[config.mk]
export PLATFORM = sky130hd
export DESIGN_NAME = wws_div
export DESIGN_NICKNAME = d
export VERILOG_FILES = /design/src/rtl/wavetable_window_synth_macros.svh /design/src/rtl/wws_pkg.sv /design/src/rtl/wws_div.sv
export SDC_FILE = /design/constraint.sdc
export NUM_CORES = 1
export LEC_CHECK = 0
export BUFFER_PORTS_ARGS = -buffer_cell sky130_fd_sc_hd__clkbuf_2
export CORE_AREA = 2 2 59 117
export DETAILED_ROUTE_END_ITERATION = 10
export DIE_AREA = 0 0 61 119
export MAX_ROUTING_LAYER = met4
export PLACE_DENSITY = 0.6
export SYNTH_ARGS = -nofsm -noshare
export SYNTH_HDL_FRONTEND = slang
export SYNTH_SLANG_ARGS = --single-unit
[constraint.sdc]
create_clock -name clk -period 2.1 [get_ports clk]
set_input_delay 0.42 -clock clk [delete_from_list [all_inputs] [get_ports clk]]
set_output_delay 0.42 -clock clk [all_outputs]
set_load 0.01 [all_outputs]
[src/rtl/wavetable_window_synth_macros.svh]
// Assertion helpers for the wavetable window synthesiser.
// Both expect clk and rst_n in the scope of use.
`ifndef WAVETABLE_WINDOW_SYNTH_MACROS_SVH
`define WAVETABLE_WINDOW_SYNTH_MACROS_SVH

// Same-cycle implication.
`define WWS_ASSERT_IMP(label, ante, cons, msg) \
  label: assert property (@(posedge clk) disable iff (!rst_n) (ante) |-> (cons)) \
    else $error(msg);

// Next-cycle implication.
`define WWS_ASSERT_NXT(label, ante, cons, msg) \
  label: assert property (@(posedge clk) disable iff (!rst_n) (ante) |=> (cons)) \
    else $error(msg);

`endif

[src/rtl/wws_pkg.sv]
package wws_pkg;

  // command codes
  localparam logic [1:0] CMD_LOAD   = 2'd0;
  localparam logic [1:0] CMD_START  = 2'd1;
  localparam logic [1:0] CMD_COLUMN = 2'd2;

  // register indexes
  localparam logic [1:0] CFG_WINDOW = 2'd0;
  localparam logic [1:0] CFG_RAMP   = 2'd1;
  localparam logic [1:0] CFG_THRESH = 2'd2;
  localparam logic [1:0] CFG_TLEN   = 2'd3;

  // field widths
  localparam int WIN_W  = 7;
  localparam int AMP_W  = 16;
  localparam int SMP_W  = 16;
  localparam int COL_W  = 12;
  localparam int IDX_W  = 10;
  localparam int POS_W  = 6;
  localparam int TLEN_W = 11;
  localparam int CFG_W  = 16;

  // shared divider: window * column fits 18 bits, divisor is a table length or a ramp length
  localparam int DVD_W  = WIN_W + COL_W - 1;
  localparam int DVS_W  = TLEN_W;
  localparam int DCNT_W = $clog2(DVD_W + 1);

  typedef struct packed {
    logic             start;
    logic [DVD_W-1:0] dividend;
    logic [DVS_W-1:0] divisor;
  } div_req_t;

  typedef struct packed {
    logic             busy;
    logic [DVD_W-1:0] quotient;
    logic [DVS_W-1:0] remainder;
  } div_rsp_t;

  // microcode
  localparam int STEP_W = 4;

  localparam logic [STEP_W-1:0] ST_IDLE   = 4'd0;
  localparam logic [STEP_W-1:0] ST_LOAD   = 4'd1;
  localparam logic [STEP_W-1:0] ST_START  = 4'd2;
  localparam logic [STEP_W-1:0] ST_COL    = 4'd3;
  localparam logic [STEP_W-1:0] ST_MODGO  = 4'd4;
  localparam logic [STEP_W-1:0] ST_MODW   = 4'd5;
  localparam logic [STEP_W-1:0] ST_RAMPGO = 4'd6;
  localparam logic [STEP_W-1:0] ST_RAMPW  = 4'd7;
  localparam logic [STEP_W-1:0] ST_PREP   = 4'd8;
  localparam logic [STEP_W-1:0] ST_EMIT   = 4'd9;

  typedef enum logic [2:0] {
    OP_NONE      = 3'd0,
    OP_LOAD      = 3'd1,
    OP_START     = 3'd2,
    OP_SETUP     = 3'd3,
    OP_DIV_PHASE = 3'd4,
    OP_DIV_RAMP  = 3'd5,
    OP_PREP      = 3'd6,
    OP_EMIT      = 3'd7
  } op_t;

  typedef enum logic [2:0] {
    J_NEXT     = 3'd0,
    J_GO       = 3'd1,
    J_DISPATCH = 3'd2,
    J_WAIT_DIV = 3'd3,
    J_SKIP     = 3'd4,
    J_EMIT     = 3'd5
  } jmp_t;

  typedef struct packed {
    op_t               op;
    jmp_t              jmp;
    logic [STEP_W-1:0] target;
  } ucode_t;

  function automatic ucode_t ucode_rom(input logic [STEP_W-1:0] step);
    ucode_t w;
    w = '{op: OP_NONE, jmp: J_GO, target: ST_IDLE};
    case (step)
      ST_IDLE:   w = '{op: OP_NONE,      jmp: J_DISPATCH, target: ST_IDLE};
      ST_LOAD:   w = '{op: OP_LOAD,      jmp: J_GO,       target: ST_IDLE};
      ST_START:  w = '{op: OP_START,     jmp: J_GO,       target: ST_IDLE};
      ST_COL:    w = '{op: OP_SETUP,     jmp: J_SKIP,     target: ST_IDLE};
      ST_MODGO:  w = '{op: OP_DIV_PHASE, jmp: J_NEXT,     target: ST_IDLE};
      ST_MODW:   w = '{op: OP_NONE,      jmp: J_WAIT_DIV, target: ST_IDLE};
      ST_RAMPGO: w = '{op: OP_DIV_RAMP,  jmp: J_NEXT,     target: ST_IDLE};
      ST_RAMPW:  w = '{op: OP_NONE,      jmp: J_WAIT_DIV, target: ST_IDLE};
      ST_PREP:   w = '{op: OP_PREP,      jmp: J_NEXT,     target: ST_IDLE};
      ST_EMIT:   w = '{op: OP_EMIT,      jmp: J_EMIT,     target: ST_IDLE};
      default:   w = '{op: OP_NONE,      jmp: J_GO,       target: ST_IDLE};
    endcase
    return w;
  endfunction

endpackage

[src/rtl/wws_div.sv]
// Restoring divider, one quotient bit a cycle.
module wws_div (
  input  logic              clk,
  input  logic              rst_n,
  input  wws_pkg::div_req_t req,
  output wws_pkg::div_rsp_t rsp
);

  logic                       busy_r;
  logic [wws_pkg::DCNT_W-1:0] cnt_r;
  logic [wws_pkg::DVD_W-1:0]  work_r;
  logic [wws_pkg::DVS_W-1:0]  rem_r;
  logic [wws_pkg::DVS_W-1:0]  dvs_r;

  logic [wws_pkg::DVS_W:0]    rem_sh;
  logic [wws_pkg::DVS_W:0]    diff;
  logic                       fits;

  always_comb begin
    rem_sh = {rem_r, work_r[wws_pkg::DVD_W-1]};
    diff   = rem_sh - {1'b0, dvs_r};
    fits   = rem_sh >= {1'b0, dvs_r};
  end

  always_ff @(posedge clk) begin
    if (!rst_n) begin
      busy_r <= 1'b0;
      cnt_r  <= '0;
    end else if (req.start) begin
      busy_r <= 1'b1;
      cnt_r  <= wws_pkg::DCNT_W'(wws_pkg::DVD_W);
    end else if (busy_r) begin
      busy_r <= (cnt_r != wws_pkg::DCNT_W'(1));
      cnt_r  <= cnt_r - wws_pkg::DCNT_W'(1);
    end
  end

  always_ff @(posedge clk) begin
    if (req.start) begin
      work_r <= req.dividend;
      rem_r  <= '0;
      dvs_r  <= req.divisor;
    end else if (busy_r) begin
      work_r <= {work_r[wws_pkg::DVD_W-2:0], fits};
      rem_r  <= fits ? diff[wws_pkg::DVS_W-1:0] : rem_sh[wws_pkg::DVS_W-1:0];
    end
  end

  assign rsp.busy      = busy_r;
  assign rsp.quotient  = work_r;
  assign rsp.remainder = rem_r;

endmodule
Yosys cells after proc, flatten, opt, wreduce, memory -nomap -nowiden
Index checks and enable logic that the tools add are counted.

word-level totals
  register bits = 46
  input port bits = 32
  output and inout port bits = 30
  logic and storage cells = 20

operators by class
  add/sub/neg operators = 2
  magnitude comparators = 1
  equal/unequal tests = 1
  multiplexer cells = 7
  bitwise gates (word level) = 1
  reductions and logical operators = 2

operator list
  cell                                                   count
  two-way mux 18 bit                                     2
  greater-or-equal comparator 12 x 11 -> 1 bit           1
  two-way mux 11 bit                                     1
  subtractor 11 bit                                      1
  two-way mux 5 bit                                      2
  inequality test 5 x 1 -> 1 bit, second input constant  1
  subtractor 5 x 1 -> 5 bit, second input constant       1
  two-way mux 1 bit                                      2
  nonzero test 2 bit                                     1
  OR reduction 2 bit                                     1
  inverter 1 bit                                         1

Logic depth before layout (Yosys ltp)
Gate-level depths: netlist of the first run.

  word-level depth = 3
  mapped depth = 10
  depth with buffers taken out = 9

Worst setup path after synthesis of the first run
Ideal clock, no wire load.

  kind = register to register
  from = register work_r[17] in the netlist's numbering
  to = register rem_r[0] in the netlist's numbering
  data arrival time = 2.186 ns
  data required time = 2.021 ns
  path slack = -0.165 ns
  cell stages (with the launch flop) = 10
  clock period less this slack = 2.265 ns
  cell sequence = edfxtp_1 > inv_1 > ha_1 > fa_1 > nor2b_4 > o31a_1 > o21ai_4 > o21ai_4 > mux2_4 > a211oi_2

on the way
  longest elaborated chain between the ends = 2
  elaborated cells between the ends (all ways) = 3
  classes of those cells = add/sub (1); order compare (1); mux (1)

ends and longest elaborated chain
  item                                                                                      line                          text
  from (decl)                                                                               wws_div.sv:11                 logic [wws_pkg::DVD_W-1:0] work_r;
  from (signal assigned)                                                                    wws_div.sv:40                 work_r <= req.dividend;
  from (signal assigned)                                                                    wws_div.sv:44                 work_r <= {work_r[wws_pkg::DVD_W-2:0], fits};
  subtractor 11 bit / greater-or-equal comparator 12 x 11 -> 1 bit (equally long branches)  wws_div.sv:21, wws_div.sv:22
  two-way mux 11 bit (*)                                                                    wws_div.sv:45                 rem_r <= fits ? diff[wws_pkg::DVS_W-1:0] : rem_sh[wws_pkg::DVS_W-1:0];
  to (signal assigned)                                                                      wws_div.sv:45
  to (decl)                                                                                 wws_div.sv:12                 logic [wws_pkg::DVS_W-1:0] rem_r;

Mark *: on every way between the ends. The rest lies on a longest branch, timed or not.
A chain may end at the register's enable or synchronous reset.

Worst setup path after layout of the first run
  from = register dvs_r[0] in the netlist's numbering
  to = register rem_r[0] in the netlist's numbering

on the way
  longest elaborated chain between the ends = 2
  elaborated cells between the ends (all ways) = 3
  classes of those cells = add/sub (1); order compare (1); mux (1)

ends and longest elaborated chain
  item                                                                                      line                          text
  from (decl)                                                                               wws_div.sv:13                 logic [wws_pkg::DVS_W-1:0] dvs_r;
  from (signal assigned)                                                                    wws_div.sv:42                 dvs_r <= req.divisor;
  subtractor 11 bit / greater-or-equal comparator 12 x 11 -> 1 bit (equally long branches)  wws_div.sv:21, wws_div.sv:22
  two-way mux 11 bit (*)                                                                    wws_div.sv:45

Marked as above.

==> out/metrics.yaml, run 1 <==
yosys:
  synth_cells: 219
  seq_area_frac_synth_pct: 48.5
  yosysUniqueCellTypes: 50
  synth_edf_count: 29
  synth_ff_type: "edfxtp_1"
  syn-num-nets: 265
  synthesis.area_um2: 2500
  syn_area_per_cell_um2: 11.4
  synthTopCellsByArea: "edfxtp_1 35%, dfxtp_1 14%, mux2_2 8.1%"
  async_flop_share_pct: 0
  synth_top_area_share_pct: 34.9
  yosysTopAreaCell: "edfxtp_1"
  synth_warnings: 0
  ys_ff_latch: 46
route:
  avgViaCountPerCell: 4.85
  avgRoutedWirePerCell_um: 13.0
  drc_errors: 0
  drt-initial-drc-count: 62
  vias: 1929
  ant_nets: 0
  first_pass_iters: 4
  routed_wl_mm: 5.19
worst_setup_path:
  cp-start-kind: "register"
  path_max_fanout: 6
  slowest_stage: "edfxtp_1"
  crit_path_end_kind: "register"
  reg2reg_setup_slack_ns: -0.11
  crit_chain: "ha_4 > fa_2 > nor2b_4 > o31a_1 > o21ai_4 > o21ai_4 > mux2_4 > a211oi_2"
  cpMostUsedCell: "o21ai_4"
  cpPeakStageDelay_ns: 0.42
  arrival_ns: 2.42
  worst-setup-path-type: "register to register"
  cp_data_required_time_ns: 2.31
layout:
  fin_area_um2: 3290
  instances_no_fill: 398
  diodes: 0
  fillCellCount: 621
  area_growth_pct: 31.9
  final_cell_mix: "61 x clkbuf_2, 30 x buf_4, 29 x edfxtp_1, 21 x nor2_1, 18 x mux2_2"
  drive_above_1_share_pct: 43.9
  fin_nets: 355
  final_common_cell: "clkbuf_2"
run_status:
  run_status: "finished, violations left"
  failed_checks: "setup timing"
floorplan:
  die_w_um: 61
  core_region_area_um2: 6460
  io_pins: 62
  rows: 42
  die-area_um2: 7260
  initial_core_util_pct: 38.6
  die_h_um: 119
sta:
  hold_ws_ns: 0.304
  setup_viol: 11
  fmax_mhz: 453
  slew_violations: 0
  hold_viol: 0
  fin_skew_ns: 0.00510
  period_share_pct: 105
  tns_ns: -0.561
  min_period_ns: 2.21
  fin_ws_ns: -0.110
  rsz0062_at_grt: "true"
  worstMarginPinSlew_ns: 0.421
  slew_headroom_pct: 71.9
clocking:
  clk_pin_slew_ns: 0.06
  cts_buffers: 5
  htree_levels: 2
  clock_sinks: 46
  cts_tree: "yes"
  clock_latency_ns: 0.29
  cts_root_buf: "clkbuf_16"
  clock_path_buffers: 2
place:
  port_buffers: 61
  place_area_um2: 3060
  routabilityCongestion: 0.798
  dp_slack_ns: -0.129
  hpwl_mm: 4.00
  dp.cells: 383
worst_hold_path:
  min_path_type: "primary input to register"
grt:
  grt_pass1_wl_mm: 8.56
  grt_usage_pct: 16.3
  grt_max_degree: 19
  grt_pass1_vias: 1922
  antenna_found_initial: 0
  gr-total-overflow: 0
power_and_ir_drop:
  p_leak_uw: 0.00144
  p_per_area_nw_per_um2: 807
  peakVddDrop_mv: 0.465
flow_run:
  max-cap-violations: 0
[state kept, by name, summed over array words and instances (netlist names)]
| signal | flops |
|---|---|
| work_r | 18 |
| dvs_r | 11 |
| rem_r | 11 |
| cnt_r | 5 |
| busy_r | 1 |
[worst max-delay path, delay by kind of cell (launching register included)]
kind	cells	cell delay, ns
DFF	1	0.42
adders and majority gates	2	0.55
AOI/OAI and AO/OA	4	0.70
and+or+nand+nor	1	0.12
muxes	1	0.33
[cells in the mapped netlist (all sizes together), types with 2 or more instances]
cell type   n
edfxtp     29
nor2       21
mux2       19
dfxtp      17
inv        15
ha         13
o21ai      10
a211oi      8
a21oi       8
nand2       8
buf         7
mux2i       7
xnor2       7
nand2b      5
clkbuf      4
o21a        4
nand3       3
nor2b       3
nor4        3
o211ai      3
a311oi      2
nor3        2
nor4bb      2
o22ai       2
o31a        2
or3         2
xor2        2
[layer usage]
metal  global-route usage (%)  vias up  share of wire, %
li1                         -      970                 -
met1                     19.0      906                44
met3                     3.80        7               4.5
met4                     8.02        0               2.4
met5                        -        -                 0
met2                     25.5       46                49
[final cells by class]
| type | instances | area, µm² | share of cell area, % |
|---|---|---|---|
| Tap cell | 88 | 110 | 3.34 |
| Clock inverter | 2 | 12.5 | 0.380 |
| Sequential cell | 46 | 1210 | 36.8 |
| Inverter | 15 | 56.3 | 1.71 |
| Timing Repair Buffer | 94 | 573 | 17.4 |
| Clock buffer | 6 | 139 | 4.22 |
| Multi-Input combinational cell | 147 | 1190 | 36.1 |
[what timing repair did]
item | in CTS | in global routing
pin swaps | 3 | 0
setup endpoints to repair | 12 | 12
setup buffers | 5 | 2
hold endpoints to repair | 0 | 0
gates resized for setup | 4 | 3
cloned | 0 | 0
hold buffers | 0 | 0
[through the flow]
step                util, %  power (µW)
floorplan                 -        1580
global placement       47.4        1820
detailed placement     47.4        1840
CTS                    50.6        2680
global route           50.9        2810
finish                 50.9        2660
[cells by family after synthesis]
logic type               share of synthesized area, %
AO/OA/AOI/OAI                                    11.9
XOR/XNOR                                         3.16
adder cells (fa/ha/maj)                          7.32
buffers and inverters                            4.76
flip-flops                                       48.5
multiplexers                                     11.5
AND/OR/NAND/NOR                                  12.8
[final timing paths]
path,from,endpoint,depth (start not counted)
worst min-delay path,req[4],dvs_r[4],1
worst min register to register,rem_r[10],rem_r[10],2
worst max register to register,dvs_r[0],rem_r[0],8
worst max-delay path,dvs_r[0],rem_r[0],8
[where the power goes]
part	internal (µW)	switching [µW]
Clock	471	326
Sequential	1060	49.5
Combinational	386	365
Total	1920	740
No activity file was read; power rests on OpenSTA's default activity.
==> run 2, diff against run 1 <==
--- a/config.mk
+++ b/config.mk
@@ -11,6 +11,7 @@
 export DIE_AREA = 0 0 61 119
 export MAX_ROUTING_LAYER = met4
 export PLACE_DENSITY = 0.6
+export SETUP_SLACK_MARGIN = 0.4
 export SYNTH_ARGS = -nofsm -noshare
 export SYNTH_HDL_FRONTEND = slang
 export SYNTH_SLANG_ARGS = --single-unit
==> run 2 against run 1 <==
The flow still finishes with violations (setup timing). Final cell count is the same. First-iteration DRC count increased by 45%. Clock power down 3.0%. Count of clock-buffer cells in the layout did not move. Largest power group unchanged. Hold slack better by 0.00094 ns. Setup slack lost 0.0064 ns.
==> out/metrics.yaml, run 2 (same netlist as run 1, synthesis figures left out) <==
run_status:
  run_status: "finished, violations left"
  failed_checks: "setup timing"
layout:
  largestRegisters: "work_r (18), dvs_r (11), rem_r (11)"
  area_growth_pct: 31.4
  fin_nets: 355  # unchanged
  fin_area_um2: 3280  # -0.34%
  drive_above_1_share_pct: 43.9  # unchanged
  largest_register: "work_r"
  diodes: 0  # unchanged
  final_common_cell: "clkbuf_2"
  largest_reg_flops: 18  # unchanged
  final_cell_mix: "61 x clkbuf_2, 31 x buf_4, 29 x edfxtp_1, 21 x nor2_1, 18 x mux2_2"
  instances_no_fill: 398  # unchanged
clocking:
  clock_path_buffers: 2  # unchanged
  cts_root_buf: "clkbuf_16"
  htree_levels: 2  # unchanged
  cts_tree: "yes"
  clock_latency_ns: 0.29  # about the same
  clk_pin_slew_ns: 0.06  # about the same
  clock_sinks: 46  # unchanged
  cts_buffers: 5  # unchanged
  cts-hold-fix-buffers: 0  # unchanged
worst_setup_path:
  crit_path_end_kind: "register"
  slowest_stage: "edfxtp_1"
  arrival_ns: 2.43  # about the same
  cpPeakStageDelay_ns: 0.42  # about the same
  worst-setup-path-type: "register to register"
  path_max_fanout: 5  # -1
  cp_data_required_time_ns: 2.31  # about the same
  critical-path-top-delay-family: "compound AO/OA/AOI/OAI gates"
  crit_chain: "ha_4 > fa_2 > nor2b_4 > o31a_1 > o21ai_4 > o21ai_4 > mux2_4 > a211oi_2"
  cp-start-kind: "register"
  cpMostUsedCell: "o21ai_4"
  critPathBufInv: 0  # unchanged
grt:
  gr-total-overflow: 0  # unchanged
  grt_max_degree: 25  # +6
  grt_pass1_vias: 1798  # -6.5%
  antenna_found_initial: 0  # unchanged
  grt_pass1_wl_mm: 8.25  # -3.6%
  grt_usage_pct: 15.5  # -0.82 points
floorplan:
  io_pins: 62  # unchanged
  die_h_um: 119  # unchanged
  core_region_area_um2: 6460  # unchanged
  die_w_um: 61  # unchanged
  die-area_um2: 7260  # unchanged
  initial_core_util_pct: 38.6  # unchanged
  rows: 42  # unchanged
power_and_ir_drop:
  p_leak_uw: 0.00143  # -0.51%
  peakVddDrop_mv: 0.367  # -21%
  p_per_area_nw_per_um2: 803  # -0.45%
sta:
  slew_violations: 0  # unchanged
  setup_viol: 12  # +1
  fmax_mhz: 451  # -0.29%
  slew_headroom_pct: 72.0  # +0.091 points
  fin_skew_ns: 0.00566  # +0.000559 ns
  min_period_ns: 2.22  # +0.00641 ns
  rsz0062_at_grt: "true"
  fin_ws_ns: -0.116  # -0.00641 ns
  worstMarginPinSlew_ns: 0.414  # -0.00720 ns
  period_share_pct: 106  # +0.31 points
  hold_viol: 0  # unchanged
route:
  vias: 1883  # -2.4%
  drt-initial-drc-count: 90  # +45%
  drc_errors: 0  # unchanged
  routed_wl_mm: 5.05  # -2.7%
  first_pass_iters: 4  # unchanged
  ant_nets: 0  # unchanged
  avgViaCountPerCell: 4.73  # -2.4%
  avgRoutedWirePerCell_um: 12.7  # -2.7%
place:
  hpwl_mm: 3.99  # -0.29%
  routabilityCongestion: 0.853  # +6.8%
  dp.cells: 388  # +1.3%
  place_area_um2: 3100  # +1.2%
  port_buffers: 61  # unchanged
worst_hold_path:
  min_path_type: "primary input to register"
flow_run:
  max-cap-violations: 0  # unchanged
## run 2: timing repair
action / in CTS / in global routing
endpoints found under the setup margin: 12 / 12
pin swaps: 1 / 1
endpoints found under the hold margin: 0 / 0
gates resized for setup: 4 / 1
setup buffers: 0 / 2
## run 2: path summary, 6_finish.rpt
check,start,end,slack [ns],cells past startpoint
max reg2reg,dvs_r[0],rem_r[0],-0.12,8
min,req[2],dvs_r[2],0.30,1
min reg2reg,rem_r[10],rem_r[10],0.55,2
max,dvs_r[0],rem_r[0],-0.12,8
## run 2: per-stage QoR
stage / utilization (%) / power (µW) / TNS [ns] / hold slack [ns] / setup slack [ns]
floorplan: - / 1580 / -0.267 / 0.500 / -0.113
global placement: 47.9 / 1850 / -0.126 / 0.524 / -0.0332
detailed placement: 47.9 / 1870 / -0.575 / 0.549 / -0.112
CTS: 50.4 / 2650 / -0.588 / 0.300 / -0.0951
global route: 50.8 / 2790 / -1.63 / 0.297 / -0.191
finish: 50.8 / 2640 / -0.740 / 0.305 / -0.116
## run 2: power by group
group / internal (µW) / total, µW / switching, µW
Combinational: 389 / 748 / 360
Clock: 441 / 773 / 332
Sequential: 1060 / 1110 / 54.5
## run 2: per-layer routing
metal | routed length [µm] | up-vias | track usage (%)
li1 | - | 978 | -
met1 | 2400 | 858 | 21.5
met2 | 2420 | 41 | 22.2
met3 | 153 | 6 | 3.26
met4 | 83 | 0 | 5.30
met5 | 0 | - | -
## run 2: cell type report
| cell class | instances | area [µm²] |
|---|---|---|
| fill | 615 | 3180 |
| sequential | 46 | 1210 |
| multi-input combinational | 147 | 1190 |
| timing repair buffer | 94 | 569 |
| clock buffer | 6 | 129 |
| tap | 88 | 110 |
| inverter | 15 | 56.3 |
| clock inverter | 2 | 13.8 |
